File: config.mk
export PLATFORM = sky130hd
export DESIGN_NAME = murmur3_word_hasher
export DESIGN_NICKNAME = d
export VERILOG_FILES = /design/src/sv/mwh_pkg.sv /design/src/sv/mwh_front.sv /design/src/sv/mwh_queue.sv /design/src/sv/mwh_back.sv /design/src/sv/murmur3_word_hasher.sv
export SDC_FILE = /design/constraint.sdc
export NUM_CORES = 2
export LEC_CHECK = 0
export BUFFER_PORTS_ARGS = -buffer_cell sky130_fd_sc_hd__buf_2
export CORE_MARGIN = 4
export CORE_UTILIZATION = 30
export CTS_CLUSTER_SIZE = 10
export DETAILED_ROUTE_END_ITERATION = 12
export GPL_ROUTABILITY_DRIVEN = 0
export SETUP_SLACK_MARGIN = 0.3
export SYNTH_ARGS = -nofsm -noshare
export SYNTH_HDL_FRONTEND = slang
export SYNTH_SLANG_ARGS = --single-unit
File: constraint.sdc
create_clock -name i_clk -period 10.1 [get_ports i_clk]
set_clock_uncertainty 0.2 [all_clocks]
set_input_delay 1.515 -clock i_clk [delete_from_list [all_inputs] [get_ports i_clk]]
set_output_delay 1.515 -clock i_clk [all_outputs]
set_load 0.03 [all_outputs]
File: src/sv/mwh_pkg.sv
package mwh_pkg;

    // Mixing and finalization constants of MurmurHash3 x86_32
    localparam logic [31:0] MIX_C1   = 32'hcc9e2d51;
    localparam logic [31:0] MIX_C2   = 32'h1b873593;
    localparam logic [31:0] FOLD_ADD = 32'he6546b64;
    localparam logic [31:0] FIN_C1   = 32'h85ebca6b;
    localparam logic [31:0] FIN_C2   = 32'hc2b2ae35;

    // Byte count of a full word
    localparam logic [2:0] FULL_COUNT = 3'd4;

    // Default depth of the queue between front and back
    localparam int QUEUE_DEPTH = 4;

    // Classified item as it travels from front to back
    typedef struct packed {
        logic [31:0] word;   // bytes above the count already cleared
        logic [2:0]  count;  // clamped to 0..4
        logic        full;   // four valid bytes
        logic        ends;   // closes the message
    } t_item;

    // Back status seen by the top level
    typedef struct packed {
        logic pop;        // back takes the queue head this cycle
        logic finishing;  // back is in the output step, loading the output register once it is free
    } t_back_status;

endpackage

File: src/sv/mwh_front.sv
module mwh_front (
    input  logic [31:0]    i_data_word,
    input  logic [2:0]     i_valid_bytes,
    input  logic           i_last_word,
    output mwh_pkg::t_item o_item
);

    logic [2:0]  count;
    logic [31:0] mask;

    // Clamp the count and pick the byte mask
    always_comb begin
        case (i_valid_bytes)
            3'd0: begin
                count = 3'd0;
                mask  = 32'h0000_0000;
            end
            3'd1: begin
                count = 3'd1;
                mask  = 32'h0000_00ff;
            end
            3'd2: begin
                count = 3'd2;
                mask  = 32'h0000_ffff;
            end
            3'd3: begin
                count = 3'd3;
                mask  = 32'h00ff_ffff;
            end
            default: begin
                count = mwh_pkg::FULL_COUNT;
                mask  = 32'hffff_ffff;
            end
        endcase
    end

    // Classify: a short word or the last mark ends the message
    always_comb begin
        o_item.word  = i_data_word & mask;
        o_item.count = count;
        o_item.full  = (count == mwh_pkg::FULL_COUNT);
        o_item.ends  = (count != mwh_pkg::FULL_COUNT) || i_last_word;
    end

endmodule

File: src/sv/mwh_queue.sv
module mwh_queue #(
    parameter int DEPTH = mwh_pkg::QUEUE_DEPTH
) (
    input  logic           i_clk,
    input  logic           i_rst_n,
    input  logic           i_push,
    input  mwh_pkg::t_item i_push_item,
    input  logic           i_pop,
    output mwh_pkg::t_item o_head,
    output logic           o_empty,
    output logic           o_full
);

    localparam int PTR_W = (DEPTH > 1) ? $clog2(DEPTH) : 1;
    localparam int CNT_W = $clog2(DEPTH + 1);

    mwh_pkg::t_item r_mem [DEPTH];
    logic [PTR_W-1:0] r_wr_ptr;
    logic [PTR_W-1:0] r_rd_ptr;
    logic [CNT_W-1:0] r_count;

    assign o_head  = r_mem[r_rd_ptr];
    assign o_empty = (r_count == CNT_W'(0));
    assign o_full  = (r_count == CNT_W'(DEPTH));

    // Store pushed items
    always_ff @(posedge i_clk) begin
        if (i_push) begin
            r_mem[r_wr_ptr] <= i_push_item;
        end
    end

    // Advance pointers and fill count
    always_ff @(posedge i_clk) begin
        if (!i_rst_n) begin
            r_wr_ptr <= '0;
            r_rd_ptr <= '0;
            r_count  <= '0;
        end else begin
            if (i_push) begin
                r_wr_ptr <= (r_wr_ptr == PTR_W'(DEPTH - 1)) ? '0 : r_wr_ptr + PTR_W'(1);
            end
            if (i_pop) begin
                r_rd_ptr <= (r_rd_ptr == PTR_W'(DEPTH - 1)) ? '0 : r_rd_ptr + PTR_W'(1);
            end
            if (i_push && !i_pop) begin
                r_count <= r_count + CNT_W'(1);
            end else if (i_pop && !i_push) begin
                r_count <= r_count - CNT_W'(1);
            end
        end
    end

endmodule

File: src/sv/mwh_back.sv
module mwh_back (
    input  logic                  i_clk,
    input  logic                  i_rst_n,
    input  logic [31:0]           i_seed,
    input  mwh_pkg::t_item        i_head,
    input  logic                  i_empty,
    input  logic                  i_out_stall,
    output logic                  o_out_valid,
    output logic [31:0]           o_hash_value,
    output mwh_pkg::t_back_status o_status
);

    typedef enum logic [2:0] {
        S_IDLE,
        S_MIX2,
        S_FOLD,
        S_FIN1,
        S_FIN2,
        S_OUT
    } t_state;

    t_state      r_state;
    logic [31:0] r_k;
    logic [2:0]  r_count;
    logic        r_full;
    logic        r_ends;
    logic [31:0] r_hash;
    logic [31:0] r_len;
    logic        r_in_msg;
    logic [31:0] r_f;
    logic        r_out_valid;
    logic [31:0] r_out;

    logic [31:0] base_hash;
    logic [31:0] base_len;
    logic [31:0] xor_hash;
    logic [31:0] rot_hash;
    logic [31:0] fold_hash;
    logic [31:0] fold_len;
    logic [31:0] fin_in;
    logic        pop;
    logic        out_free;

    assign pop      = (r_state == S_IDLE) && !i_empty;
    assign out_free = !r_out_valid || !i_out_stall;

    // Fold the mixed word into the running hash and length
    always_comb begin
        base_hash = r_in_msg ? r_hash : i_seed;
        base_len  = r_in_msg ? r_len : 32'd0;
        xor_hash  = base_hash ^ r_k;
        rot_hash  = {xor_hash[18:0], xor_hash[31:19]};
        fold_hash = r_full ? (rot_hash * 32'd5 + mwh_pkg::FOLD_ADD) : xor_hash;
        fold_len  = base_len + {29'd0, r_count};
        fin_in    = fold_hash ^ fold_len;
    end

    // Sequence one item through mix and fold, and through finalize if it ends its message
    always_ff @(posedge i_clk) begin
        if (!i_rst_n) begin
            r_state     <= S_IDLE;
            r_in_msg    <= 1'b0;
            r_out_valid <= 1'b0;
        end else begin
            // Raise output valid out of the finishing step, drop it once transferred
            if ((r_state == S_OUT) && out_free) begin
                r_out_valid <= 1'b1;
            end else if (r_out_valid && !i_out_stall) begin
                r_out_valid <= 1'b0;
            end
            unique case (r_state)
                S_IDLE: begin
                    if (pop) begin
                        r_k     <= i_head.word * mwh_pkg::MIX_C1;
                        r_count <= i_head.count;
                        r_full  <= i_head.full;
                        r_ends  <= i_head.ends;
                        r_state <= S_MIX2;
                    end
                end
                S_MIX2: begin
                    r_k     <= {r_k[16:0], r_k[31:17]} * mwh_pkg::MIX_C2;
                    r_state <= S_FOLD;
                end
                S_FOLD: begin
                    r_hash <= fold_hash;
                    r_len  <= fold_len;
                    r_f    <= fin_in ^ {16'd0, fin_in[31:16]};
                    if (r_ends) begin
                        r_in_msg <= 1'b0;
                        r_state  <= S_FIN1;
                    end else begin
                        r_in_msg <= 1'b1;
                        r_state  <= S_IDLE;
                    end
                end
                S_FIN1: begin
                    r_f     <= r_f * mwh_pkg::FIN_C1;
                    r_state <= S_FIN2;
                end
                S_FIN2: begin
                    r_f     <= (r_f ^ {13'd0, r_f[31:13]}) * mwh_pkg::FIN_C2;
                    r_state <= S_OUT;
                end
                S_OUT: begin
                    // hold until the output register is free
                    if (out_free) begin
                        r_out   <= r_f ^ {16'd0, r_f[31:16]};
                        r_state <= S_IDLE;
                    end
                end
                default: begin
                    r_state <= S_IDLE;
                end
            endcase
        end
    end

    assign o_out_valid        = r_out_valid;
    assign o_hash_value       = r_out;
    assign o_status.pop       = pop;
    assign o_status.finishing = (r_state == S_OUT);

endmodule

File: src/sv/murmur3_word_hasher.sv
// A word that ends its message shows its hash after the back states S_MIX2, S_FOLD,
// S_FIN1, S_FIN2 and S_OUT, when the queue and output are free. The back sequencer steps
// one queued item at a time through mix and fold, and through finalize for an item that
// ends its message, taking no new item until done with the last. The input queue absorbs bursts.
// Reset (synchronous, active low) clears the seed to zero, empties the queue, closes any
// open message and drops output valid.
module murmur3_word_hasher #(
    parameter int QUEUE_DEPTH = mwh_pkg::QUEUE_DEPTH
) (
    input  logic        i_clk,
    input  logic        i_rst_n,
    input  logic        i_seed_we,
    input  logic [31:0] i_seed_data,
    input  logic        i_in_valid,
    output logic        o_in_stall,
    input  logic [31:0] i_data_word,
    input  logic [2:0]  i_valid_bytes,
    input  logic        i_last_word,
    output logic        o_out_valid,
    input  logic        i_out_stall,
    output logic [31:0] o_hash_value
);

    logic [31:0]           r_seed;
    mwh_pkg::t_item        front_item;
    mwh_pkg::t_item        q_head;
    logic                  q_empty;
    logic                  q_full;
    logic                  q_push;
    mwh_pkg::t_back_status back_st;

    // Hold the seed register
    always_ff @(posedge i_clk) begin
        if (!i_rst_n) begin
            r_seed <= 32'd0;
        end else if (i_seed_we) begin
            r_seed <= i_seed_data;
        end
    end

    assign o_in_stall = q_full;
    assign q_push     = i_in_valid && !q_full;

    mwh_front u_front (
        .i_data_word   (i_data_word),
        .i_valid_bytes (i_valid_bytes),
        .i_last_word   (i_last_word),
        .o_item        (front_item)
    );

    mwh_queue #(
        .DEPTH (QUEUE_DEPTH)
    ) u_queue (
        .i_clk       (i_clk),
        .i_rst_n     (i_rst_n),
        .i_push      (q_push),
        .i_push_item (front_item),
        .i_pop       (back_st.pop),
        .o_head      (q_head),
        .o_empty     (q_empty),
        .o_full      (q_full)
    );

    mwh_back u_back (
        .i_clk        (i_clk),
        .i_rst_n      (i_rst_n),
        .i_seed       (r_seed),
        .i_head       (q_head),
        .i_empty      (q_empty),
        .i_out_stall  (i_out_stall),
        .o_out_valid  (o_out_valid),
        .o_hash_value (o_hash_value),
        .o_status     (back_st)
    );

    // An empty queue never stalls the input
    a_empty_no_stall: assert property (@(posedge i_clk) disable iff (!i_rst_n)
        q_empty |-> !o_in_stall)
        else $error("input stalled with empty queue");

    // The back takes only from a queue that holds an item
    a_pop_nonempty: assert property (@(posedge i_clk) disable iff (!i_rst_n)
        back_st.pop |-> !q_empty)
        else $error("pop from empty queue");

    // A new result appears only out of the finishing step
    a_out_from_finish: assert property (@(posedge i_clk) disable iff (!i_rst_n)
        $rose(o_out_valid) |-> $past(back_st.finishing))
        else $error("output valid raised outside the finishing step");

endmodule

Word level (Yosys, flattened, before mapping) --
Memory sizes are Yosys's and may differ from the RTL's. A register that Yosys moved wholly into a read port is not among the register bits. Index checks and enable logic that the tools add are counted.
Storage, ports and cells: flip-flop bits (word level) 209, bits in latches 0, RAM bits 148, bits in read-only memories 0, output and inout bits 34, memories kept 1
Memory list:
- u_queue.r_mem | depth 4, bits a word 37, read ports 1, clocked after Yosys merged registers in 1, wr ports 1, RTL line mwh_queue.sv:17 | mwh_pkg::t_item r_mem [DEPTH];
Operators by class: add/subtract/negate cells 6, multiply operators 5, div/mod/pow operators 0, magnitude comparators 0, equality and inequality tests 15, shift operators 0, multiplexer cells 23, bitwise logic cells 6, reduce and logical (&&, ||, !) cells 27
Operator list (count):
- $mux W32 | 4
- $pmux W32 S4 | 1
- $pmux W32 S3 | 1
- $mul A32 B31 Y32 const B | 2
- $pmux W32 S2 | 1
- $xor A32 B16 Y32 | 2
- $xor A32 B32 Y32 | 2
- $add A32 B3 Y32 | 1
- $add A32 B32 Y32 const B | 1
- $and A32 B32 Y32 | 1
- $mul A32 B29 Y32 const B | 1
- $mul A32 B3 Y32 const B | 1
- $mul A32 B32 Y32 const B | 1
- $xor A32 B19 Y32 | 1
- $pmux W3 S6 | 1
- $eq A3 B2 Y1 const B | 4
- $eq A3 B3 Y1 const B | 4
- $mux W3 | 4
- $pmux W3 S4 | 1
- $mux W2 | 5
- $logic_not A3 Y1 | 3
- $reduce_and A3 Y1 | 3
- $eq A3 B1 Y1 const B | 2
- $logic_and A1 B1 Y1 | 6
- other kinds (13) | 29

Depth between registers and ports, before layout --
depth after elaboration 8, mapped depth 28, gate-level depth less buffers 27

By module --
From an unflattened synthesis, not the netlist that was laid out.
Unflattened totals: cells, all modules 4739, area, all modules 51271.7 um2
Modules (own cells, without submodules):
- mwh_back | instances 1, cells an instance 4357, area each 43905.9 um2, sequential area each 5054.8 um2
- mwh_queue | instances 1, cells an instance 237, area each 5853.1 um2, sequential area each 4624.4 um2
- murmur3_word_hasher | instances 1, cells an instance 104, area each 1249.9 um2, sequential area each 640.6 um2
- mwh_front | instances 1, cells an instance 41, area each 262.8 um2, sequential area each 0.0 um2

Worst setup path before layout --
OpenSTA, ideal clock, no wires.
path kind register -> register, start register (tool-made name), end register u_back.r_k[31] (data pin), setup time 264 ps, arrival time 7443 ps, slack 2193 ps, cell stages (with the launch flop) 26, path buffers 3, clock period less this slack 7907 ps, path through dfxtp_1 -> buf_2 -> buf_1 -> buf_1 -> mux4_2 -> ha_1 -> inv_1 -> fa_1 -> fa_1 -> inv_1 -> fa_1 -> inv_1 -> fa_1 -> fa_1 -> fa_1 -> ha_1 -> ha_1 -> nand2_1 -> o21a_1 -> a221o_1 -> a41oi_1 -> nand3_1 -> a21oi_1 -> xnor2_1 -> nand2_1 -> o21ai_1
RTL lines:
- end signal, assigned | RTL line mwh_back.sv:74 | r_k <= i_head.word * mwh_pkg::MIX_C1;
- end signal, assigned | RTL line mwh_back.sv:82 | r_k <= {r_k[16:0], r_k[31:17]} * mwh_pkg::MIX_C2;
- end, declared | RTL line mwh_back.sv:23 | logic [31:0] r_k;

Final worst setup path --
start register u_back.r_f[20], end register u_back.r_f[30] (data pin)
Between the ends: cells in the longest elaborated chain, start to end 3
RTL lines:
- start, declared | RTL line mwh_back.sv:30 | logic [31:0] r_f;
- start signal, assigned | RTL line mwh_back.sv:88 | r_f <= fin_in ^ {16'd0, fin_in[31:16]};
- start signal, assigned | RTL line mwh_back.sv:98 | r_f <= r_f * mwh_pkg::FIN_C1;
- start signal, assigned | RTL line mwh_back.sv:102 | r_f <= (r_f ^ {13'd0, r_f[31:13]}) * mwh_pkg::FIN_C2;
- $xor A32 B19 Y32 | RTL line mwh_back.sv:102
- $mul A32 B31 Y32 | RTL line mwh_back.sv:102
- $pmux W32 S3 * | RTL line mwh_back.sv:71 | unique case (r_state)
Mark *: on every way between the ends. The rest lies on a longest branch, timed or not. A chain may end at the register's enable or synchronous reset.

==> results.md <==
* Final hold vios at 0
* Synth area leader: fa_1
* HP Class: reg2reg
* Rel. slew slack at around a quarter
* #FFs+latches synth at 354
* Tcrit/Tclk final at between 80% and 90%
* Hold Path Stages at 2
* Number of cell rows at 150
* Critical path type: reg2reg
* Worst-path clk slew at 60 ps
* Clk_lat worst skew at 660 ps
* First-pass DRT Iterations at 5
* Worst EP arrival at about 9000 ps
* Final cell count without fillers at just over 7000
* Post-DP HPWL at 119000 um
* Mapped cell area at 0.0509 mm2
* Cell Count Post-Placement at 7009
* CTS tree: yes
* Global-route wire length before repair at 218000 um
* Share of flip-flops with an asynchronous set or reset at 0%
* Sequential fraction of the synthesis area at between 10% and 20%
* Critical path depth in cells at 26
* Layout cells sized above 1 at roughly 5.9%
* Worst r2r path cells at 26
* FMAX at roughly 0.12 GHz
* Post-synth top flop: edfxtp_1
* Via density at 4.64
* Post-CTS Setup Repair Bufs at 0
* Critical path peak fanout at 11
* Final setup TNS at 0 ps
* Clk root buf: clkbuf_16
* Number of flops mapped to enable cells by yosys at 308
* Core area at 0.168 mm2
* Minimum clock period at 8630 ps
* Starting Density at 30.3%
* Share of the synthesized area in the top cell type at 29.4%
* CTS Buf Count at 47
* Vias in the first global route at about 36000
* Pin count of the biggest net entering global routing at 65
* Worst-Margin Slew at around 1100 ps
* CP dominant cell by count: fa_1
* CTS sink count at between 300 and 400
* Initial drt markers at 2094
* CP required at 10330 ps
* Unrepaired setup endpoints after global routing: false
* Slowest Stage Delay on Critical Path at 770 ps
* Syn_nets at 6346
* DR vias at 32900
* Total Die Area at 0.176 mm2
* GR Overflow Total at 0
* Synth Warn # at 0
* Max-cap violation count at 0
* Dominant cells by area after synthesis: fa_1 (29%), ha_1 (20%), edfxtp_1 (18%), inv_1 (9.6%), xnor2_1 (4.7%)
* Nets at 6472
* Hold-fix buffer count after cts at 0
* Startpoint class of the critical path: register
* Post-route ant nets at 0
* Outcome: finished, final reports clean
* Crit end category: register
* Routed wire length at between 100000 and 150000 um
* Drt wl/cell at 20.0 um
* H-tree Lvls at 2
* Cell family with most CP delay: adder cells
* Area grow syn2layout at 9.50%
* CTS max path bufs at 3
* Antenna violations before repair at 5
* # diodes at 0
* Slew Limit Fails at 0
* DRC at 0
* Final setup fails at 0
* IO Pins at 107
* GR Util All Layers at 16.4%
* Die Y-Extent at 420 um
* CP max-delay cell: edfxtp_1
* Post-synthesis cell type count at between 80 and 90
* Post-Syn Area per Cell at about 11 um2
* Die width at 420 um
* Mapped Cells at 4728
* Input/output buffers at approximately 110
* Post-CTS Resized at 0
* Worst path bufs/invs at 6
through the flow:
step | setup WS, ps | util (%) | hold slack [ps] | instance area [um2]
final | 1470 | 33.2 | 303 | 55800
after global routing | 1150 | 33.2 | 333 | 55800
after CTS | 1520 | 33.2 | 306 | 55800
after detailed placement | 1560 | 32.3 | 291 | 54200
after global placement | 1700 | 32.3 | 281 | 54200
after floorplan | 2190 | - | 258 | 50900
routing by layer:
metal	track usage, %	vias to the layer above	routed length, um
met5	0	-	0
li1	-	15300	-
met3	2.80	164	7390
met1	21.2	16700	60800
met4	4.20	0	4090
met2	28.3	795	69500
sequential cells by signal, indices dropped and copies added, names as in the netlist, named ones only:
| name | count |
|---|---|
| u_back.r_state | 3 |
| u_back.r_count | 3 |
| u_back.r_len | 32 |
| u_queue.r_mem | 144 |
| u_back.r_k | 32 |
| r_seed | 32 |
| u_queue.r_wr_ptr | 2 |
| u_back.r_in_msg | 1 |
| u_back.o_hash_value | 32 |
| u_back.o_out_valid | 1 |
| u_queue.r_rd_ptr | 2 |
| u_back.r_f | 32 |
| u_back.r_hash | 32 |
| u_back.r_ends | 1 |
| u_queue.r_count | 3 |
final timing paths:
kind / start / end / slack (ps)
hold reg to reg: r_seed[3] / r_seed[3] / 300
setup / recovery: u_back.r_f[20] / u_back.r_f[30] / 1470
hold / removal: r_seed[3] / r_seed[3] / 300
setup reg to reg: u_back.r_f[20] / u_back.r_f[30] / 1470
cell type report:
cell class / instances / area, um2
fillers: 17000 / 112000
multi-input cells: 3019 / 35700
flip-flops and latches: 354 / 10200
inverters: 1299 / 4880
well taps: 2204 / 2760
clock buffers: 75 / 1350
repair buffers: 133 / 733
clock inverters: 12 / 171
layout by cell type, fill, tap and decap left out, types with 23 or more instances in the layout:
cell type / n
a21o_1: 38
o21ai_0: 86
fa_1: 748
clkbuf_16: 49
buf_2: 106
buf_4: 27
ha_1: 797
a21oi_1: 113
nor2b_1: 55
mux4_2: 36
edfxtp_1: 308
nor3_1: 32
nand3_1: 29
dfxtp_1: 43
mux2i_1: 77
o21a_1: 31
inv_1: 1296
clkbuf_1: 23
nor2_1: 134
xnor2_1: 276
xor2_1: 112
nand2_1: 129
and2_1: 34
worst min-delay path, delay by kind of cell (launching register included):
kind	cells	cell delay [ps]
simple gates	1	70
mux	1	70
flops	1	330
cells in the mapped netlist, types with 39 or more instances:
library cell	instances
a21oi_1	115
and2_1	39
clkbuf_1	40
dfxtp_1	46
edfxtp_1	308
fa_1	748
ha_1	797
inv_1	1296
mux2i_1	77
nand2_1	129
nor2_1	137
nor2b_1	55
o21ai_0	86
xnor2_1	276
xor2_1	112
cell families after synthesis:
group | count (synthesis) | share of synthesized area (%)
adders and majority gates | 1545 | 49.0
AOI/OAI and AO/OA | 447 | 5.98
DFF | 354 | 20.0
and+or+nand+nor | 515 | 4.96
buffers and inverters | 1355 | 10.0
xor gates and xnor gates | 393 | 6.86
muxes | 119 | 3.24
Power is left out: the tool's default activity adds up to more than one toggle a clock period on the data nets, which glitch-free logic cannot reach.
